### config.mk
export PLATFORM = sky130hd
export DESIGN_NAME = nlic_div
export DESIGN_NICKNAME = d
export VERILOG_FILES = /design/src/rtl/nlic_pkg.sv /design/src/rtl/nlic_div.sv
export SDC_FILE = /design/constraint.sdc
export NUM_CORES = 2
export LEC_CHECK = 0
export BUFFER_PORTS_ARGS = -buffer_cell sky130_fd_sc_hd__buf_2
export CORE_MARGIN = 5
export CORE_UTILIZATION = 40
export CTS_BUF_LIST = sky130_fd_sc_hd__clkbuf_16
export DETAILED_ROUTE_END_ITERATION = 10
export GPL_TIMING_DRIVEN = 0
export PLACE_DENSITY = 0.56
export SLEW_MARGIN = 20
export SYNTH_ARGS = -nofsm -noshare
export SYNTH_HDL_FRONTEND = slang
export SYNTH_SLANG_ARGS = --single-unit
### constraint.sdc
create_clock -name i_clk -period 10 [get_ports i_clk]
set_clock_uncertainty 0.1 [all_clocks]
set_input_delay 1 -clock i_clk [delete_from_list [all_inputs] [get_ports i_clk]]
set_output_delay 1 -clock i_clk [all_outputs]
set_load 0.01 [all_outputs]
### src/rtl/nlic_pkg.sv
// ----------------------------------------------------------------------------
// nlic_pkg
// Shared constants and register codes for the linear index converter.
// ----------------------------------------------------------------------------
package nlic_pkg;

    // Widths fixed by the interface
    localparam int LIN_W      = 48;
    localparam int SIZE_W     = 12;
    localparam int AXES_W     = 3;
    localparam int CFG_W      = 12;
    localparam int CFG_IDX_W  = 3;

    // Default build parameters
    localparam int DEF_MAX_AXES  = 4;
    localparam int DEF_AXIS_BITS = 12;

    // Reset value of the axis count register
    localparam logic [AXES_W-1:0] AXES_RESET = 3'd3;

    // Configuration register indexes
    typedef enum logic [CFG_IDX_W-1:0] {
        CFG_AXES  = 3'd0,
        CFG_SIZE0 = 3'd1,
        CFG_SIZE1 = 3'd2,
        CFG_SIZE2 = 3'd3,
        CFG_SIZE3 = 3'd4
    } t_cfg_reg;

    // Opcodes
    localparam logic OP_TO_LINEAR = 1'b0;
    localparam logic OP_TO_COORD  = 1'b1;

endpackage

### src/rtl/nlic_div.sv
// ----------------------------------------------------------------------------
// nlic_div
// Pipelined restoring divider: one quotient bit per stage, with a side
// payload that travels alongside each item.
// ----------------------------------------------------------------------------
module nlic_div #(
    parameter int DIV_W  = nlic_pkg::LIN_W,
    parameter int DEN_W  = nlic_pkg::SIZE_W,
    parameter int SIDE_W = 1
) (
    input  logic              i_clk,
    input  logic              i_rst_n,
    input  logic              i_en,
    input  logic              i_valid,
    input  logic [DIV_W-1:0]  i_num,
    input  logic [DEN_W-1:0]  i_den,
    input  logic [SIDE_W-1:0] i_side,
    output logic              o_valid,
    output logic [DIV_W-1:0]  o_quo,
    output logic [DEN_W-1:0]  o_rem,
    output logic [SIDE_W-1:0] o_side
);

    logic              r_v [DIV_W];
    logic [DIV_W-1:0]  r_w [DIV_W];
    logic [DEN_W-1:0]  r_r [DIV_W];
    logic [SIDE_W-1:0] r_s [DIV_W];

    for (genvar j = 0; j < DIV_W; j++) begin : g_stage
        logic              p_v;
        logic [DIV_W-1:0]  p_w;
        logic [DEN_W-1:0]  p_r;
        logic [SIDE_W-1:0] p_s;
        logic [DEN_W:0]    t;
        logic              ge;
        logic [DEN_W-1:0]  n_r;
        logic [DIV_W-1:0]  n_w;

        // Select the previous stage, or the inputs for the first one
        if (j == 0) begin : g_first
            assign p_v = i_valid;
            assign p_w = i_num;
            assign p_r = '0;
            assign p_s = i_side;
        end else begin : g_next
            assign p_v = r_v[j-1];
            assign p_w = r_w[j-1];
            assign p_r = r_r[j-1];
            assign p_s = r_s[j-1];
        end

        // Shift in the next dividend bit, subtract when it fits
        always_comb begin
            t   = {p_r, p_w[DIV_W-1]};
            ge  = (t >= {1'b0, i_den});
            n_r = ge ? DEN_W'(t - {1'b0, i_den}) : t[DEN_W-1:0];
            n_w = {p_w[DIV_W-2:0], ge};
        end

        always_ff @(posedge i_clk) begin
            if (!i_rst_n) begin
                r_v[j] <= 1'b0;
            end else if (i_en) begin
                r_v[j] <= p_v;
            end
        end

        always_ff @(posedge i_clk) begin
            if (i_en) begin
                r_w[j] <= n_w;
                r_r[j] <= n_r;
                r_s[j] <= p_s;
            end
        end
    end

    assign o_valid = r_v[DIV_W-1];
    assign o_quo   = r_w[DIV_W-1];
    assign o_rem   = r_r[DIV_W-1];
    assign o_side  = r_s[DIV_W-1];

endmodule
==> metrics.md <==
| Metric | Value |
|---|---|
| Status | `completed` |
| Fin Hold WS | `0.1891 ns` |
| Max Root-Sink Buffers | `4` |
| Worst-margin pin slew | `0.8790 ns` |
| I/O Buffers | `124` |
| HP Class | `in2reg` |
| Clock share of power | `28.7%` |
| Die Ht | `560.3 µm` |
| Final period util | `50.88%` |
| Row count | `202` |
| Reg-to-reg endpoint | `r_r[45][6]` |
| Drt first pass iters | `6` |
| Placer Congestion | `0.8395` |
| Max-Cap Viols | `0` |
| Sequential power share | `42.8%` |
| Crit path launch type | `input port` |
| Synth-to-layout area growth | `14.18%` |
| Arr. time, crit path | `5.55 ns` |
| Max_slew headroom | `40.95%` |
| RSZ-0062 raised after global routing | `false` |
| Final Net Count | `8358` |
| Worst-Skew Late Latency | `0.88 ns` |
| Reg2reg path depth | `9` |
| Hold Path Stages | `1` |
| Synthesized Nets | `7870` |
| Synth Instances | `7192` |
| Final hold vios | `0` |
| Non-filler instance count after layout | `11910` |
| CTS Buf Count | `326` |
| Total Routing Usage GR | `12.54%` |
| Critical setup path kind | `in2reg` |
| Commonest register cell after synthesis | `edfxtp_1` |
| Synth Warn # | `0` |
| Most frequent CP cell | `buf_16` |
| CTS tree | `yes` |
| Root buffer cell | `clkbuf_16` |
| Max Fclk | `196.5 MHz` |
| CP Cell Sequence | `buf_12 > buf_16 > buf_16 > buf_16 > buf_16 > buf_16 > buf_16 > clkbuf_1 > nand2b_2 > buf_12` |
| Worst path max stage delay | `0.51 ns` |
| Post-route ant nets | `0` |
| Clock Sinks | `2976` |
| Synth Area per Inst | `16.84 µm²` |
| Sequential area share after synthesis | `73.77%` |
| DP HPWL | `122.9 mm` |
| # setup viols final | `0` |
| Hold path endpoint | `r_w[0][33]` |
| Post-route DRC | `0` |
| Cell area after layout | `138300 µm²` |
| EDFF count, synth | `2975` |
| Data required time at the worst endpoint | `10.47 ns` |
| Global-route wire length before repair | `325.7 mm` |
| Critical Path Fanout Max | `131` |
| Psw | `11.83 mW` |
| Hold Startpoint | `i_num[32]` |
| Pins Over Slew Limit | `0` |
| Share of cells above drive strength 1 | `13.25%` |
| CTS H-Tree Depth | `5` |
| Detailed Route WL | `203.0 mm` |
| Die area | `313900 µm²` |
| Worst vdd ir | `0.0001651 V` |
| Post-synthesis async set-or-reset flop share | `0%` |
| Die width | `560.3 µm` |
| Setup_tns | `0 ns` |
| I/O pins | `127` |
| CP max stage cell | `nand2b_2` |
| Post-Place Cell Area | `127800 µm²` |
| Worst Setup End Kind | `flip-flop` |
| Initial cell density of the core | `40.07%` |
| Detailed-route via count | `60530` |
| Post-layout min period | `5.088 ns` |
| Fillcell total | `25930` |
| LEAKAGE | `50.71 nW` |
| Cells resized by post-CTS repair | `0` |
| Unique masters post-synth | `62` |
| Placed cell count | `11330` |
| Via density | `5.081` |
| Seq cells post-synth | `2976` |
| Hold-fix buffers at CTS | `0` |
| Core box area | `302300 µm²` |
| Most common cell after layout, fill and taps aside | `edfxtp_1` |
| GRT Residual Overflow | `0` |
| Setup slack, reg-to-reg | `6.61 ns` |
| Pwr Density | `292.5 nW/µm²` |
| WL per Instance | `17.04 µm` |
| Worst r2r src | `r_r[44][1]` |
| Switching Fraction | `29.24%` |
| Mapped Area | `121100 µm²` |
| Reg clk slew, reported paths | `0.06 ns` |
| Largest net degree at the start of global routing | `155` |
| Vias in the first global route | `61440` |
| Pint | `28.62 mW` |
| Setup Fix Bufs, Post-CTS | `0` |
| Initial antenna violation count | `4` |
| Most frequent cells in the layout | `edfxtp_1 (2975), ha_1 (566), a21oi_1 (408)` |
| Starting DRC count in detailed routing | `4267` |
| Gate power share | `28.5%` |
[worst max-delay path by stage]
stage	start	end	depth (start not counted)
floorplan	i_den[1]	r_r[7][10]	10
global placement	i_en	r_v[1][12]	3
detailed placement	i_en	r_v[1][14]	10
CTS	i_en	r_v[1][0]	10
global route	i_en	r_v[1][0]	10
finish	i_en	r_v[0][13]	10
[layout make-up]
type / instances / area [µm²] / share of cell area [%]
repair buffers: 160 / 1635 / 1.182
clock inverters: 252 / 2271 / 1.642
plain buffers: 91 / 422.9 / 0.3058
diodes: 2 / 5.005 / 0.003619
clock buffers: 329 / 8233 / 5.953
multi-input cells: 3891 / 30470 / 22.03
flip-flops and latches: 2976 / 89360 / 64.61
inverters: 234 / 933.4 / 0.6749
well taps: 3978 / 4977 / 3.599
[worst max-delay path, delay by kind of cell]
family | cells | cell delay, ns
buf+inv | 9 | 3.53
simple gates | 1 | 0.51
[power groups by stage]
stage / clock network (mW) / logic, mW / registers, mW
6_report: 11.6 / 11.5 / 17.3
5_1_grt: 12.6 / 12.8 / 17.5
4_1_cts: 12.1 / 11.5 / 17.4
3_5_place_dp: 0 / 11.4 / 17.6
3_3_place_gp: 0 / 11.1 / 18.7
2_1_floorplan: 0 / 8.85 / 17.2
[routing by layer]
metal,vias to the layer above,routed length [µm],GRT usage (%)
met5,-,0,0
met4,0,6749,4.596
met3,482,8718,2.113
met2,1136,93800,20.12
met1,29740,93750,17.25
li1,29170,-,-
[Yosys cell counts (15+ instances only)]
cell / number / area (µm²)
a21o_1: 211 / 1584
o21ai_0: 251 / 1256
a21oi_1: 408 / 2042
a2111oi_0: 42 / 367.9
a311o_1: 17 / 170.2
nor2_1: 307 / 1152
fa_1: 47 / 940.9
nor4b_1: 15 / 131.4
a211oi_1: 21 / 157.7
mux2_2: 342 / 3851
clkbuf_1: 62 / 232.7
o31a_1: 52 / 455.4
xor2_1: 169 / 1480
a31oi_1: 40 / 250.2
xnor2_1: 198 / 1734
o31ai_1: 27 / 202.7
or3_1: 47 / 294.0
or2_2: 27 / 168.9
nor2b_1: 116 / 725.7
and3_1: 116 / 725.7
mux2i_1: 71 / 710.7
o21a_1: 84 / 630.6
nor4_1: 29 / 181.4
ha_1: 566 / 7082
and2_1: 15 / 93.84
nand2b_1: 77 / 481.7
o41a_1: 33 / 371.6
o311ai_0: 38 / 332.8
nand3_1: 147 / 735.7
edfxtp_1: 2975 / 89340
inv_1: 234 / 878.3
nand2_1: 203 / 762.0
nor3_1: 55 / 275.3
a31o_2: 19 / 166.4
[per-stage QoR]
step / total power, mW / worst slack (ns) / util (%)
2_1_floorplan: 26.03 / 5.465 / -
3_3_place_gp: 29.83 / -39.63 / 41.92
3_5_place_dp: 29.02 / 3.844 / 42.28
4_1_cts: 41.00 / 4.829 / 45.75
5_1_grt: 42.97 / 4.466 / 45.75
6_report: 40.45 / 4.912 / 45.75
[registers in the layout, indices dropped and copies added (netlist names)]
name and flops:
r_s 48, r_v 48, r_r 576, r_w 2304
[cells by family after synthesis]
kind of cell / share of synthesized area, %
xor+xnor: 2.654
simple gates: 4.896
buf+inv: 1.074
mux: 3.862
compound gates: 7.117
flops: 73.77
fa+ha+maj: 6.624
No activity file was read; power rests on OpenSTA's default activity.
